### src/rtl/core/sfc_pkg.sv
// Shared types and constants for the sphere frustum culling block.
`timescale 1ns / 1ps

package sfc_pkg;

  localparam int NUM_PLANES = 6;
  localparam int MAX_BATCH  = 65536;
  localparam int CNT_W      = 17;
  localparam int QDEPTH     = 4;
  localparam int QPTR_W     = $clog2(QDEPTH);
  localparam int QCNT_W     = $clog2(QDEPTH + 1);
  localparam int CFG_IDX_W  = 3;

  // widths of the plane datapath
  localparam int COORD_W = 24;
  localparam int RAD_W   = 23;
  localparam int NRM_W   = 13;
  localparam int OFF_W   = 25;
  localparam int ALIGN_SH = 12;
  localparam int PROD_W  = NRM_W + COORD_W;   // 37
  localparam int SUM_W   = PROD_W + 2;        // three products
  localparam int BIAS_W  = OFF_W + ALIGN_SH + 1;
  localparam int TOT_W   = SUM_W + 1;

  localparam logic [CNT_W-1:0] CNT_MAX = CNT_W'(MAX_BATCH);

  typedef logic [63:0] plane_t;

  // what the classifier leaves for the counting stage
  typedef struct packed {
    logic vis;
    logic last;
  } sfc_result_t;

endpackage

### src/rtl/core/sfc_queue.sv
// Small queue decoupling the plane test from the batch counter.
`timescale 1ns / 1ps

module sfc_queue (
  input  logic                        clk,
  input  logic                        rst_n,
  input  logic                        push,
  input  sfc_pkg::sfc_result_t        push_data,
  input  logic                        pop,
  output logic                        q_valid,
  output sfc_pkg::sfc_result_t        q_data,
  output logic [sfc_pkg::QCNT_W-1:0]  q_level
);

  sfc_pkg::sfc_result_t              mem_r [sfc_pkg::QDEPTH];
  logic [sfc_pkg::QPTR_W-1:0]        wr_r, rd_r;
  logic [sfc_pkg::QCNT_W-1:0]        cnt_r;

  always_ff @(posedge clk) begin
    if (!rst_n) begin
      wr_r  <= '0;
      rd_r  <= '0;
      cnt_r <= '0;
    end else begin
      if (push) wr_r <= wr_r + 1'b1;
      if (pop)  rd_r <= rd_r + 1'b1;
      cnt_r <= cnt_r + sfc_pkg::QCNT_W'(push) - sfc_pkg::QCNT_W'(pop);
    end
  end

  always_ff @(posedge clk) begin
    if (push) mem_r[wr_r] <= push_data;
  end

  assign q_valid = cnt_r != '0;
  assign q_data  = mem_r[rd_r];
  assign q_level = cnt_r;

endmodule

### config.mk
export PLATFORM = sky130hd
export DESIGN_NAME = sfc_queue
export DESIGN_NICKNAME = d
export VERILOG_FILES = /design/src/rtl/core/sfc_pkg.sv /design/src/rtl/core/sfc_queue.sv
export SDC_FILE = /design/constraint.sdc
export NUM_CORES = 1
export LEC_CHECK = 0
export ABC_CLOCK_PERIOD_IN_PS = 3600
export BUFFER_PORTS_ARGS = -buffer_cell sky130_fd_sc_hd__clkbuf_2
export CAP_MARGIN = 25
export CELL_PAD_IN_SITES_DETAIL_PLACEMENT = 1
export CELL_PAD_IN_SITES_GLOBAL_PLACEMENT = 1
export CORE_MARGIN = 5
export CORE_UTILIZATION = 46
export DETAILED_ROUTE_END_ITERATION = 6
export PLACE_DENSITY_LB_ADDON = 0.1
export SLEW_MARGIN = 25
export SYNTH_ARGS = -nofsm -noshare
export SYNTH_HDL_FRONTEND = slang
export SYNTH_SLANG_ARGS = --single-unit
### constraint.sdc
create_clock -name clk -period 3.6 [get_ports clk]
set_input_delay 0.36 -clock clk [delete_from_list [all_inputs] [get_ports clk]]
set_output_delay 0.36 -clock clk [all_outputs]
set_load 0.02 [all_outputs]
==> impl_metrics.tcl, run 1 <==
set metrics [dict create \
    run_status "finished clean" \
    rows 14 \
    cpMaxStageDelayCell "xor3_1" \
    cts-hold-fix-buffers 0 \
    synth-seq-area-share 0.575 \
    worstPathRequired_ns 3.77 \
    clkLatencyLatePin_ns 0.28 \
    cp_max_fo 3 \
    grt_overflow 0 \
    die_width_um 49.9 \
    synth_cells 52 \
    groute.usage.overall 0.0972 \
    cts_max_level 1 \
    nets 81 \
    relSlewSlack 0.864 \
    drtPass1Iterations 1 \
    crit_arrival_ns 1.92 \
    slowest_delay_ns 0.37 \
    path_cells "inv_1, ha_1, inv_1, ha_1, fa_1, xor3_1, nor2_1" \
    final_hold_viol_count 0 \
    dp_hpwl_um 815 \
    synthTopCellsByArea "edfxtp_1 33%, dfxtp_1 25%, ha_1 10%" \
    postSynthAreaPerCell_sq_um 14.1 \
    yosys_warnings 0 \
    clkTransAtPathRegs_ns 0.09 \
    cap_viol_max_count 0 \
    dieArea_sq_um 2490 \
    syn_to_final_growth_pct 13.9 \
    io_buffers 11 \
    syn_nets 65 \
    cts_tree "yes" \
    drive_above_1_share 0.224 \
    total_power_w 0.000442 \
    leakage_nw 0.362 \
    hp-class "in2reg" \
    worst_pin_slew_ns 0.204 \
    cts_resized 0 \
    cts-root-buf "clkbuf_4" \
    first_iter_violations 0 \
    postPlaceCellArea_sq_um 806 \
    seq_area_sq_um 420 \
    place_congestion 0.638 \
    wl_per_cell_um 11.9 \
    grt_max_degree 10 \
    setup.worst_path.class "reg2reg" \
    fp.dieH_um 49.9 \
    cts_setup_buffers 0 \
    syn_area_sq_um 731 \
    period_minus_slack_ns 1.74 \
    start_kind "register" \
    synth.distinct_cells 15 \
    max_freq_mhz 574 \
    finalSetupTns_ns 0 \
    rsz0062_at_grt "false" \
    grt_pass1_vias 452 \
    ys_seq_elements 17 \
    fin_util 0.552 \
    power_density_nw_per_um2 532 \
    setup_viol 0 \
    antenna_found_initial 0 \
    multiInputGateArea_sq_um 284 \
    nFillCells 158 \
    initial_core_util 0.485 \
    vias_per_cell 4.73 \
    ir_worst_vdd_uv 269 \
    yosysTopAreaCell "edfxtp_1" \
    num_vias 393 \
    cts_sinks 17 \
    stdcell_area_sq_um 832 \
    clockBufferDepth 2 \
    grt_pass1_wl_um 1840 \
    boundaryPins 12 \
    diodes 0 \
    antenna_left 0 \
    core_area_sq_um 1510 \
    clock_skew_ns 0.000443 \
    finalCritPeriodShare 0.484 \
    slew_violations 0 \
    yosys.area.top_type_share 0.329 \
    cts_made_buffers 3 \
    drc 0 \
    wirelength_um 986 \
    critPathCaptureType "register" \
]
logic make-up after synthesis:
| group | Yosys count | share of synthesized area |
|---|---|---|
| flip-flops | 17 | 0.575 |
| AO/OA/AOI/OAI | 2 | 0.0205 |
| adder cells (fa/ha/maj) | 7 | 0.130 |
| XOR/XNOR | 3 | 0.0565 |
| buffers and inverters | 7 | 0.0360 |
| multiplexers | 3 | 0.0856 |
| AND/OR/NAND/NOR | 13 | 0.0959 |
cell usage after synthesis:
cell / number
xor3_1: 1
mux2i_1: 1
nand3b_1: 1
or3_1: 1
ha_1: 6
mux4_1: 2
inv_1: 7
a21oi_1: 1
dfxtp_1: 9
nor2_1: 5
and2_1: 6
edfxtp_1: 8
xnor2_1: 2
fa_1: 1
a21bo_2: 1
critical path: cells and delay by family (launching register included):
family	cells	cell delay [ns]
AND/OR/NAND/NOR	1	0.04
buffers and inverters	2	0.09
flip-flops	1	0.35
XOR/XNOR	1	0.37
adder cells (fa/ha/maj)	3	0.80
power breakdown:
group | total, W | internal (W) | switching (W)
registers | 0.000236 | 0.000222 | 0.0000139
logic | 0.000110 | 0.0000541 | 0.0000555
clock network | 0.0000965 | 0.0000429 | 0.0000536
placed cells by master (no fill, tap or decap), drive strengths merged:
| master | Yosys | final |
|---|---|---|
| mux2i | 1 | 1 |
| nor2 | 5 | 5 |
| inv | 7 | 7 |
| fa | 1 | 1 |
| dfxtp | 9 | 9 |
| nand3b | 1 | 1 |
| mux4 | 2 | 2 |
| a21oi | 1 | 1 |
| clkbuf | 0 | 15 |
| or3 | 1 | 1 |
| xnor2 | 2 | 2 |
| and2 | 6 | 6 |
| ha | 6 | 6 |
| xor3 | 1 | 1 |
| edfxtp | 8 | 8 |
| a21bo | 1 | 1 |
routing by layer:
layer  track usage  share of wire
met5             0              0
met2         0.155           0.54
met3        0.0271          0.028
met1         0.117           0.44
met4        0.0524              0
cell type report:
cell class	instances	area share
Sequential cell	17	0.505
Multi-Input combinational cell	28	0.341
Inverter	7	0.0316
Clock buffer	4	0.0316
Timing Repair Buffer	11	0.0662
Tap cell	16	0.0241
stage by stage:
step	cells	hold WS, ns	worst slack, ns
after global routing	83	0.295	1.75
final	83	0.302	1.86
after CTS	83	0.293	1.84
after detailed placement	79	0.546	1.73
after global placement	79	0.538	1.75
after floorplan	52	0.459	1.77
worst paths after layout:
path | from | end | slack [ns] | depth (start not counted)
setup / recovery | q_level[0]$_SDFF_PN0_ | q_level[2]$_SDFF_PN0_ | 1.86 | 7
hold reg to reg | rd_r[0]$_SDFFE_PN0P_ | rd_r[1]$_SDFFE_PN0P_ | 0.55 | 2
hold / removal | push_data[0] | mem_r[1][0]$_DFFE_PP_ | 0.30 | 1
setup reg to reg | q_level[0]$_SDFF_PN0_ | q_level[2]$_SDFF_PN0_ | 1.86 | 7
Note: power is estimated with default switching activity, not from simulation.
==> run 2: changes to the inputs <==
--- a/config.mk
+++ b/config.mk
@@ -5,13 +5,13 @@
 export SDC_FILE = /design/constraint.sdc
 export NUM_CORES = 1
 export LEC_CHECK = 0
-export ABC_CLOCK_PERIOD_IN_PS = 3600
+export ABC_CLOCK_PERIOD_IN_PS = 1550
 export BUFFER_PORTS_ARGS = -buffer_cell sky130_fd_sc_hd__clkbuf_2
 export CAP_MARGIN = 25
 export CELL_PAD_IN_SITES_DETAIL_PLACEMENT = 1
 export CELL_PAD_IN_SITES_GLOBAL_PLACEMENT = 1
 export CORE_MARGIN = 5
-export CORE_UTILIZATION = 46
+export CORE_UTILIZATION = 38
 export DETAILED_ROUTE_END_ITERATION = 6
 export PLACE_DENSITY_LB_ADDON = 0.1
 export SLEW_MARGIN = 25
==> constraint.sdc (replaced) <==
create_clock -name clk -period 1.55 [get_ports clk]
set_input_delay 0.155 -clock clk [delete_from_list [all_inputs] [get_ports clk]]
set_output_delay 0.155 -clock clk [all_outputs]
set_load 0.02 [all_outputs]
==> impl_metrics.tcl, run 2 (synthesis gave the netlist of run 1 again) <==
set metrics [dict create \
    start_kind "register" \
    rows 15 \
    io_buffers 11 \
    relSlewSlack 0.869 \
    grt_overflow 0 \
    cap_viol_max_count 0 \
    period_minus_slack_ns 1.51 \
    cts-root-buf "clkbuf_4" \
    cts_made_buffers 3 \
    clkLatencyLatePin_ns 0.28 \
    core_area_sq_um 1780 \
    p_int_w 0.000767 \
    whs_endpoint "mem_r[3][1]$_DFFE_PP_" \
    clkTransAtPathRegs_ns 0.09 \
    dpl_worst_slack_ns 0.00476 \
    diodes 0 \
    antenna_found_initial 0 \
    power_density_nw_per_um2 1200 \
    finalCritPeriodShare 0.973 \
    final_cell_mix "10 x clkbuf_2, 8 x edfxtp_1, 7 x dfxtp_1" \
    fp.dieH_um 53.9 \
    worstPathRequired_ns 1.78 \
    vias_per_cell 4.33 \
    drtPass1Iterations 2 \
    p_sw_w 0.000299 \
    dp_hpwl_um 871 \
    cts_tree "yes" \
    ff2ff_setup_slack_ns 0.04 \
    antenna_left 0 \
    initial_core_util 0.410 \
    hold_path_startpoint "push_data[1]" \
    slew_violations 0 \
    hp-class "in2reg" \
    swShare 0.281 \
    rr_endpoint "q_level[1]$_SDFF_PN0_" \
    syn_to_final_growth_pct 21.6 \
    worst_pin_slew_ns 0.196 \
    wirelength_um 1070 \
    seqPwrFrac 0.520 \
    grt_pass1_vias 421 \
    groute.usage.overall 0.0884 \
    die_width_um 53.9 \
    clockBufferDepth 2 \
    grt_pass1_wl_um 1730 \
    max_freq_mhz 663 \
    num_vias 403 \
    nets 82 \
    drc 0 \
    total_power_w 0.00107 \
    ir_worst_vdd_uv 717 \
    boundaryPins 12 \
    grt_max_degree 10 \
    cts_sinks 17 \
    pwr-share-clk 0.210 \
    final_hold_viol_count 0 \
    dieArea_sq_um 2900 \
    combPwrFrac 0.270 \
    min_path_cells 1 \
    fin_util 0.498 \
    drive_above_1_share 0.353 \
    final.setup.worst_slack_ns 0.0416 \
    place_congestion 0.700 \
    leakage_nw 0.369 \
    r2r-start "q_level[0]$_SDFF_PN0_" \
    stdcell_area_sq_um 888 \
    cp_max_fo 2 \
    final_common_cell "clkbuf_2" \
    setup.worst_path.class "reg2reg" \
    cts_max_level 1 \
    first_iter_violations 1 \
    finalSetupTns_ns 0 \
    run_status "finished clean" \
    wl_per_cell_um 11.5 \
    reg2reg_depth 6 \
    rsz0062_at_grt "false" \
    crit_arrival_ns 1.74 \
    critPathCaptureType "register" \
    clock_skew_ns 0.00442 \
    setup_viol 0 \
    postPlaceCellArea_sq_um 823 \
]
run 2: worst max path at each step:
stage	startpoint	endpoint
finish	q_level[0]$_SDFF_PN0_	q_level[1]$_SDFF_PN0_
global route	q_level[0]$_SDFF_PN0_	q_level[1]$_SDFF_PN0_
CTS	q_level[0]$_SDFF_PN0_	q_level[2]$_SDFF_PN0_
detailed placement	q_level[0]$_SDFF_PN0_	q_level[2]$_SDFF_PN0_
global placement	q_level[0]$_SDFF_PN0_	q_level[2]$_SDFF_PN0_
floorplan	q_level[0]$_SDFF_PN0_	q_level[1]$_SDFF_PN0_
run 2: stage by stage:
stage	cells	hold WS, ns
final	93	0.102
after global routing	93	0.0915
after CTS	93	0.0902
after detailed placement	88	0.390
after global placement	88	0.388
after floorplan	52	0.254
run 2: cell type report:
cell class              instances  area, sq um
fillers                       204          895
repair buffers                 12         62.6
multi-input cells              28          314
well taps                      25         31.3
clock buffers                   4         26.3
flip-flops and latches         17          425
inverters                       7         28.8
run 2: timing repair:
item,4_1_cts,5_1_grt
endpoints found under the setup margin,2,4
buffers inserted,1,0
hold buffers,0,0
resized for setup,0,9
pin swaps,0,3
run 2: critical path, cell delays in order, from the launching register on:
cell,delay [ns]
dfxtp_4,0.37
inv_4,0.03
ha_4,0.24
inv_2,0.03
ha_4,0.15
fa_2,0.52
and2_4,0.12
run 2: power by group through the flow:
| stage | clock, W | combinational, W | sequential (W) |
|---|---|---|---|
| finish | 0.000224 | 0.000288 | 0.000554 |
| global route | 0.000258 | 0.000314 | 0.000561 |
| CTS | 0.000240 | 0.000270 | 0.000553 |
| detailed placement | 0 | 0.000264 | 0.000563 |
| global placement | 0 | 0.000258 | 0.000562 |
| floorplan | 0 | 0.000164 | 0.000582 |
run 2: layer usage:
layer  GRT usage  routed length (um)
met4      0.0511                   0
met5           0                   0
met1      0.0966                 502
met2       0.145                 540
met3      0.0332                  31
