File: config.mk
export PLATFORM = sky130hd
export DESIGN_NAME = sfc_back
export DESIGN_NICKNAME = d
export VERILOG_FILES = /design/src/rtl/core/sfc_pkg.sv /design/src/rtl/core/sfc_back.sv
export SDC_FILE = /design/constraint.sdc
export NUM_CORES = 1
export LEC_CHECK = 0
export ABC_AREA = 1
export BUFFER_PORTS_ARGS = -buffer_cell sky130_fd_sc_hd__clkbuf_2
export CAP_MARGIN = 20
export CORE_ASPECT_RATIO = 0.75
export CORE_MARGIN = 5
export CORE_UTILIZATION = 45
export CTS_BUF_LIST = sky130_fd_sc_hd__clkbuf_4
export DETAILED_ROUTE_END_ITERATION = 8
export GPL_ROUTABILITY_DRIVEN = 0
export GPL_TIMING_DRIVEN = 0
export PLACE_DENSITY = 0.74
export SKIP_CTS_REPAIR_TIMING = 1
export SYNTH_ARGS = -nofsm -noshare
export SYNTH_HDL_FRONTEND = slang
export SYNTH_SLANG_ARGS = --single-unit
File: constraint.sdc
create_clock -name clk -period 1.8 [get_ports clk]
set_input_delay 0.27 -clock clk [delete_from_list [all_inputs] [get_ports clk]]
set_output_delay 0.27 -clock clk [all_outputs]
set_load 0.01 [all_outputs]
File: src/rtl/core/sfc_pkg.sv
// Shared types and constants for the sphere frustum culling block.
`timescale 1ns / 1ps

package sfc_pkg;

  localparam int NUM_PLANES = 6;
  localparam int MAX_BATCH  = 65536;
  localparam int CNT_W      = 17;
  localparam int QDEPTH     = 4;
  localparam int QPTR_W     = $clog2(QDEPTH);
  localparam int QCNT_W     = $clog2(QDEPTH + 1);
  localparam int CFG_IDX_W  = 3;

  // widths of the plane datapath
  localparam int COORD_W = 24;
  localparam int RAD_W   = 23;
  localparam int NRM_W   = 13;
  localparam int OFF_W   = 25;
  localparam int ALIGN_SH = 12;
  localparam int PROD_W  = NRM_W + COORD_W;   // 37
  localparam int SUM_W   = PROD_W + 2;        // three products
  localparam int BIAS_W  = OFF_W + ALIGN_SH + 1;
  localparam int TOT_W   = SUM_W + 1;

  localparam logic [CNT_W-1:0] CNT_MAX = CNT_W'(MAX_BATCH);

  typedef logic [63:0] plane_t;

  // what the classifier leaves for the counting stage
  typedef struct packed {
    logic vis;
    logic last;
  } sfc_result_t;

endpackage

File: src/rtl/core/sfc_back.sv
// Back end: visible counter per batch and the result register.
`timescale 1ns / 1ps

module sfc_back (
  input  logic                       clk,
  input  logic                       rst_n,
  input  logic                       q_valid,
  input  sfc_pkg::sfc_result_t       q_data,
  output logic                       pop,
  output logic                       out_valid,
  input  logic                       out_stall,
  output logic                       out_visible,
  output logic [sfc_pkg::CNT_W-1:0]  out_visible_total,
  output logic                       out_batch_done
);

  logic                       out_valid_r;
  logic                       vis_r, done_r;
  logic [sfc_pkg::CNT_W-1:0]  total_r, cnt_r, total_nxt;

  assign pop = q_valid && (!out_valid_r || !out_stall);

  // saturating count of visible spheres
  assign total_nxt = (q_data.vis && (cnt_r < sfc_pkg::CNT_MAX)) ? cnt_r + 1'b1 : cnt_r;

  always_ff @(posedge clk) begin
    if (!rst_n) begin
      out_valid_r <= 1'b0;
      cnt_r       <= '0;
    end else begin
      if (pop) begin
        out_valid_r <= 1'b1;
        cnt_r       <= q_data.last ? '0 : total_nxt;
      end else if (!out_stall) begin
        out_valid_r <= 1'b0;
      end
    end
  end

  always_ff @(posedge clk) begin
    if (pop) begin
      vis_r   <= q_data.vis;
      total_r <= total_nxt;
      done_r  <= q_data.last;
    end
  end

  assign out_valid         = out_valid_r;
  assign out_visible       = vis_r;
  assign out_visible_total = total_r;
  assign out_batch_done    = done_r;

endmodule

==> results of run 1 <==
==> worst min-delay path by stage <==
stage | startpoint | to | slack, ps
6_report | q_data[0] | out_batch_done | 130
5_1_grt | q_data[0] | out_batch_done | 110
4_1_cts | q_data[0] | out_batch_done | 130
3_5_place_dp | cnt_r[14] | cnt_r[14] | 470
3_3_place_gp | cnt_r[14] | cnt_r[14] | 470
2_1_floorplan | q_data[0] | out_batch_done | 370
==> logic make-up (layout without fill, tap and decap cells) <==
family,count (synthesis),in the layout,share of synthesized area (%)
xor+xnor,5,5,3.02
simple gates,106,106,27.6
flops,37,37,54.7
compound gates,25,25,8.09
buf+inv,26,63,5.81
fa+ha+maj,1,1,0.735
==> state kept, by name, indices dropped and copies added, names as in the netlist <==
name	flops
cnt_r	17
out_visible_total	17
out_visible	1
out_batch_done	1
out_valid	1
==> metal layers <==
| metal | up-vias | wire, um |
|---|---|---|
| met5 | - | 0 |
| met4 | 0 | 57 |
| met3 | 7 | 221 |
| met2 | 44 | 1480 |
| met1 | 649 | 1760 |
| li1 | 728 | - |
==> synth_stat cells <==
cell      count  share of area (%)
nand4_1       2               0.74
nor2_2        4                1.5
xnor2_2       1               0.96
o21ai_0       3               0.88
clkbuf_1      2               0.44
a21oi_1      17                5.0
ha_1          1               0.74
dfxtp_1      18                 21
and2_1        4                1.5
edfxtp_1     19                 34
a31o_2        1               0.51
nand3b_1      1               0.44
a22oi_1       1               0.44
o21ai_1       2               0.59
xor2_1        2                1.0
inv_1        19                4.2
nor2_4        1               0.66
clkinv_1      1               0.22
nor2_1       11                2.4
nand2_1      57                 13
xnor2_1       2                1.0
nand3_1      19                5.6
nor3_1        4                1.2
nand2_2       3                1.1
inv_2         3               0.66
buf_2         1               0.29
o21bai_2      1               0.66
==> critical path: stages, from the launching register on <==
cell     delay [ps]
dfxtp_1         410
ha_1            220
nand3_1         120
nor2_2          140
nand2_2         130
nor2_1          120
nand2_1          70
and2_1          150
==> power by group through the flow <==
| stage | Combinational, W | Sequential, W | Clock, W |
|---|---|---|---|
| finish | 0.000106 | 0.000916 | 0.000439 |
| global route | 0.000117 | 0.000919 | 0.000496 |
| CTS | 0.000100 | 0.000916 | 0.000437 |
| detailed placement | 0.0000997 | 0.000936 | 0 |
| global placement | 0.0000995 | 0.000935 | 0 |
| floorplan | 0.0000414 | 0.000948 | 0 |
==> cell type report <==
| cell class | instances | share of cell area [%] |
|---|---|---|
| Timing Repair Buffer | 28 | 7.34 |
| Buffer | 3 | 0.633 |
| Tap cell | 52 | 3.29 |
| Multi-Input combinational cell | 137 | 34.0 |
| Clock buffer | 6 | 2.28 |
| Inverter | 23 | 4.56 |
| Timing Repair inverter | 1 | 0.253 |
| Clock inverter | 2 | 0.506 |
| Sequential cell | 37 | 47.2 |
==> cells in the final DEF, fill, tap and decap left out, drive strengths merged <==
master    netlist  layout
nand2          60      60
clkbuf          2      34
inv            22      21
nand3          19      19
edfxtp         19      19
dfxtp          18      18
a21oi          17      17
nor2           16      16
o21ai           5       5
nor3            4       4
and2            4       4
xnor2           3       3
clkinv          1       3
buf             1       3
nand4           2       2
xor2            2       2
clkinvlp        0       2
o21bai          1       1
nand3b          1       1
a31o            1       1
a22oi           1       1
ha              1       1
==> through the flow <==
| step | total power [W] | hold WS (ps) | TNS [ps] | utilization (%) | setup WS, ps |
|---|---|---|---|---|---|
| floorplan | 0.000990 | 369 | 0 | - | 319 |
| global placement | 0.00103 | 469 | 0 | 51.8 | 43.4 |
| detailed placement | 0.00104 | 475 | 0 | 51.8 | 41.4 |
| CTS | 0.00145 | 133 | -302 | 53.3 | -302 |
| global route | 0.00153 | 113 | 0 | 54.0 | 28.8 |
| finish | 0.00146 | 130 | 0 | 54.0 | 198 |
==> key figures, run 1 <==
Cells and area
  • Storage cell area: 932 um2
  • ANT cells: 0
  • Post-Layout Cell Count: 289
  • Multi-input logic area: 672 um2
  • Synth-to-layout area growth: 16.2%
  • Final Cell Area: 0.00198 mm2
  • Fillers: 357
  • Share of layout cells above drive strength 1: 22.8%
  • Nets@finish: 243

Synthesis
  • Mapped Nets: 207
  • Cell variety after synth: 27
  • Total number of yosys warnings: 0
  • Post-Syn Area: 0.00170 mm2
  • Post-synthesis sequential area ratio: 54.7%
  • Post-Syn Instances: 200
  • Synth Area per Inst: 8.51 um2
  • Yosys reg bits: 37

Power
  • Power density over the cells: 739 mW/mm2
  • Sw Share: 24.4%
  • Static Leak: 0.824 nW
  • Internal: 0.00110 W
  • Clock power frac: 30.1%
  • Peak VDD IR: 0.250 mV
  • Switch Pwr: 0.000356 W
  • Logic pwr share: 7.2%
  • Seq pwr share: 62.7%

Worst hold path
  • Worst hold path class: input port to register
  • Hold path depth: 1

Placement
  • Port bufs: 26
  • DP Wirelength: 2.50 mm
  • Post-DP Area: 0.00190 mm2
  • Placed Cells: 278

Global routing
  • First-pass GRT wire length: 5.67 mm
  • Total GRT Usage: 14.5%
  • Initial antenna violation count: 0
  • GR peak layer: met1
  • Vias in the first global route: 1255
  • Met1 Use GR: 20.5%
  • Gr ovfl total: 0
  • Met3 Use GR: 5.27%
  • Met2 Usage GRT: 19.9%
  • Largest net degree at the start of global routing: 22

STA
  • Final setup vio count: 0
  • Fin. max-slew vios: 0
  • Final cycle utilization of the critical path: 89.0%
  • Setup Skew: 6.47 ps
  • Slew @ Worst Pin: 474 ps
  • RSZ-0062 raised after global routing: false
  • Post-route minimum period: 1600 ps
  • F_max: 624 MHz
  • Max-slew headroom: 68.2%
  • Hold Vio Cnt, Final: 0

Setup path
  • CP max FO: 5
  • CP Class: register to register
  • R2r endpoint: out_visible_total[14]
  • Nature of the critical path endpoint: register
  • CP startpoint kind: register
  • Arrival time worst endpoint: 1720 ps
  • CP Launch Point: cnt_r[1]
  • Reg2Reg Launch Point: cnt_r[1]
  • Worst EP required: 1910 ps
  • Worst Setup EP: out_visible_total[14]
  • Reg2Reg Depth: 7
  • R2r setup slk: 200 ps

Die
  • DIE AREA: 0.00512 mm2
  • Die span in x: 81.0 um
  • Die Y: 63.3 um
  • Core area: 0.00366 mm2
  • Initial Util: 46.5%
  • Standard-cell row count: 19
  • I/O Pins: 27

Routing
  • Post-Route WL: 3.52 mm
  • DRT antenna net count: 0
  • First DRT Iteration DRCs: 115
  • First-pass iteration count of the detailed router: 4
  • DRC errors left: 0
  • Wire length per cell: 12.2 um
  • Via/cell ratio: 4.94
  • Via count: 1428

Clock tree
  • Clock sinks: 37
  • Max clock buf depth: 2
  • CTS tree: done
  • H-tree depth: 2
  • CTS Root Cell: clkbuf_4
  • Worst-Skew Late Latency: 350 ps
  • Cts bufs inserted: 5
  • Clk slew on worst S/H paths: 110 ps

Status
  • Status: finished clean

Flow run
  • Maxcap violations: 0
Power figures use the tool's default switching activity.
==> inputs of run 2 (changes only) <==
--- a/config.mk
+++ b/config.mk
@@ -8,7 +8,7 @@
 export ABC_AREA = 1
 export BUFFER_PORTS_ARGS = -buffer_cell sky130_fd_sc_hd__clkbuf_2
 export CAP_MARGIN = 20
-export CORE_ASPECT_RATIO = 0.75
+export CORE_ASPECT_RATIO = 1.1
 export CORE_MARGIN = 5
 export CORE_UTILIZATION = 45
 export CTS_BUF_LIST = sky130_fd_sc_hd__clkbuf_4
@@ -16,7 +16,6 @@
 export GPL_ROUTABILITY_DRIVEN = 0
 export GPL_TIMING_DRIVEN = 0
 export PLACE_DENSITY = 0.74
-export SKIP_CTS_REPAIR_TIMING = 1
 export SYNTH_ARGS = -nofsm -noshare
 export SYNTH_HDL_FRONTEND = slang
 export SYNTH_SLANG_ARGS = --single-unit
==> run 2 against run 1 <==
Non-clock buffer count is 1 lower. Hold slack gained 13 ps. Combinational power is essentially flat. Critical path type unchanged. Highest routed layer unchanged.
==> key figures, run 2 (synthesis results as in run 1) <==
Status
  • Status: finished clean

Clock tree
  • Max clock buf depth: 2
  • H-tree depth: 2
  • Clk slew on worst S/H paths: 110 ps
  • CTS Root Cell: clkbuf_4
  • Worst-Skew Late Latency: 350 ps
  • Cts bufs inserted: 5
  • CTS tree: done
  • # hold bufs at CTS: 0
  • Clock sinks: 37

STA
  • Setup Skew: 16.4 ps
  • Final setup vio count: 0
  • Setup slack after layout: 180 ps
  • Slew @ Worst Pin: 492 ps
  • Fin. max-slew vios: 0
  • Max-slew headroom: 67.0%
  • Final cycle utilization of the critical path: 90.0%
  • F_max: 617 MHz
  • Post-route minimum period: 1620 ps
  • Hold Vio Cnt, Final: 0
  • Setup TNS: 0 ps
  • RSZ-0062 raised after global routing: false

Cells and area
  • Most common cell after layout, fill and taps aside: nand2_1
  • Most frequent cells in the layout: 57 x nand2_1, 26 x clkbuf_2, 19 x nand3_1, 19 x edfxtp_1, 18 x inv_1
  • Synth-to-layout area growth: 15.6%
  • Nets@finish: 242
  • ANT cells: 0
  • Share of layout cells above drive strength 1: 22.5%
  • Final Cell Area: 0.00197 mm2
  • Post-Layout Cell Count: 286
  • Finished Core Util: 53.8%

Power
  • Seq pwr share: 63.1%
  • Internal: 0.00110 W
  • Logic pwr share: 7.2%
  • Power density over the cells: 738 mW/mm2
  • Switch Pwr: 0.000349 W
  • Peak VDD IR: 0.250 mV
  • Static Leak: 0.819 nW
  • Sw Share: 24.0%
  • Clock power frac: 29.7%

Setup path
  • Worst EP required: 1900 ps
  • Worst-path cell with the longest stage delay: dfxtp_1
  • CP startpoint kind: register
  • R2r endpoint: out_visible_total[14]
  • Arrival time worst endpoint: 1720 ps
  • Crit path cell chain: ha_1, nand3_1, nor2_2, nand2_2, nor2_1, nand2_1, and2_1
  • Nature of the critical path endpoint: register
  • Max incr delay on CP: 420 ps
  • CP max FO: 5
  • R2r setup slk: 180 ps
  • CP Class: register to register
  • Reg2Reg Depth: 7
  • Reg2Reg Launch Point: cnt_r[1]

Die
  • Core area: 0.00365 mm2
  • Die Y: 74.5 um
  • Initial Util: 46.6%
  • I/O Pins: 27
  • Die span in x: 68.6 um
  • DIE AREA: 0.00511 mm2
  • Standard-cell row count: 23

Global routing
  • Gr ovfl total: 0
  • Total GRT Usage: 15.5%
  • Largest net degree at the start of global routing: 12
  • Initial antenna violation count: 0
  • Vias in the first global route: 1298
  • First-pass GRT wire length: 5.81 mm

Routing
  • Post-Route WL: 3.35 mm
  • Wire length per cell: 11.7 um
  • Metal3 WL: 253 um
  • Via/cell ratio: 4.86
  • Met2 Wirelength: 1.52 mm
  • First DRT Iteration DRCs: 78
  • Wl on met1: 1.48 mm
  • First-pass iteration count of the detailed router: 4
  • DRT antenna net count: 0
  • DRC errors left: 0
  • Highest routed layer: met4
  • Via count: 1389

Worst hold path
  • Hold path depth: 1
  • Hold_sp: q_data[0]
  • Hold path endpoint: out_batch_done
  • Worst hold path class: input port to register

Placement
  • DP Wirelength: 2.41 mm
  • Post-DP Area: 0.00189 mm2
  • Dpl ws: 97.6 ps
  • Placed Cells: 276
  • Port bufs: 26

Flow run
  • Maxcap violations: 0
==> run 2: power groups by stage <==
stage / Clock [W] / Combinational [W] / Sequential, W
after floorplan: 0 / 0.0000414 / 0.000948
after detailed placement: 0 / 0.0000994 / 0.000935
after CTS: 0.000439 / 0.000104 / 0.000916
after global routing: 0.000487 / 0.000114 / 0.000918
after global placement: 0 / 0.0000988 / 0.000935
final: 0.000432 / 0.000105 / 0.000916
==> run 2: layer usage <==
layer | track usage (%) | up-vias
met5 | 0 | -
met4 | 9.71 | 0
met3 | 3.78 | 9
met2 | 24.0 | 55
met1 | 19.2 | 598
li1 | - | 727
==> run 2: worst max-delay path: cells and delay by family, from the launching register on <==
family	cells	cell delay, ps
flip-flops	1	420
AND/OR/NAND/NOR	6	720
adder cells (fa/ha/maj)	1	220
==> run 2: layout make-up <==
class,instances,area (um2)
Fill cell,335,1690
Sequential cell,37,932
Multi-Input combinational cell,137,672
Timing Repair Buffer,27,138
Inverter,23,90.1
Tap cell,50,62.6
Clock buffer,6,45.0
Buffer,3,12.5
Clock inverter,2,10.0
Timing Repair inverter,1,5.00
==> run 2: repair_timing <==
action                                  CTS  global route
endpoints found under the setup margin    1             2
gates resized for setup                   1             1
setup buffers                             0             1
cloned                                    1             0
==> run 2: worst max path at each step <==
stage	start	end	slack [ps]	depth (start not counted)
after floorplan	cnt_r[0]	out_visible_total[14]	320	7
after global placement	out_stall	pop	90	5
after detailed placement	out_stall	pop	100	5
after CTS	out_valid	pop	1	4
after global routing	cnt_r[1]	out_visible_total[14]	30	7
final	cnt_r[1]	out_visible_total[14]	180	7
==> run 2: metrics by stage <==
step	total power [W]	hold WS [ps]
after floorplan	0.000990	369
after global placement	0.00103	469
after detailed placement	0.00103	480
after CTS	0.00146	133
after global routing	0.00152	128
final	0.00145	143
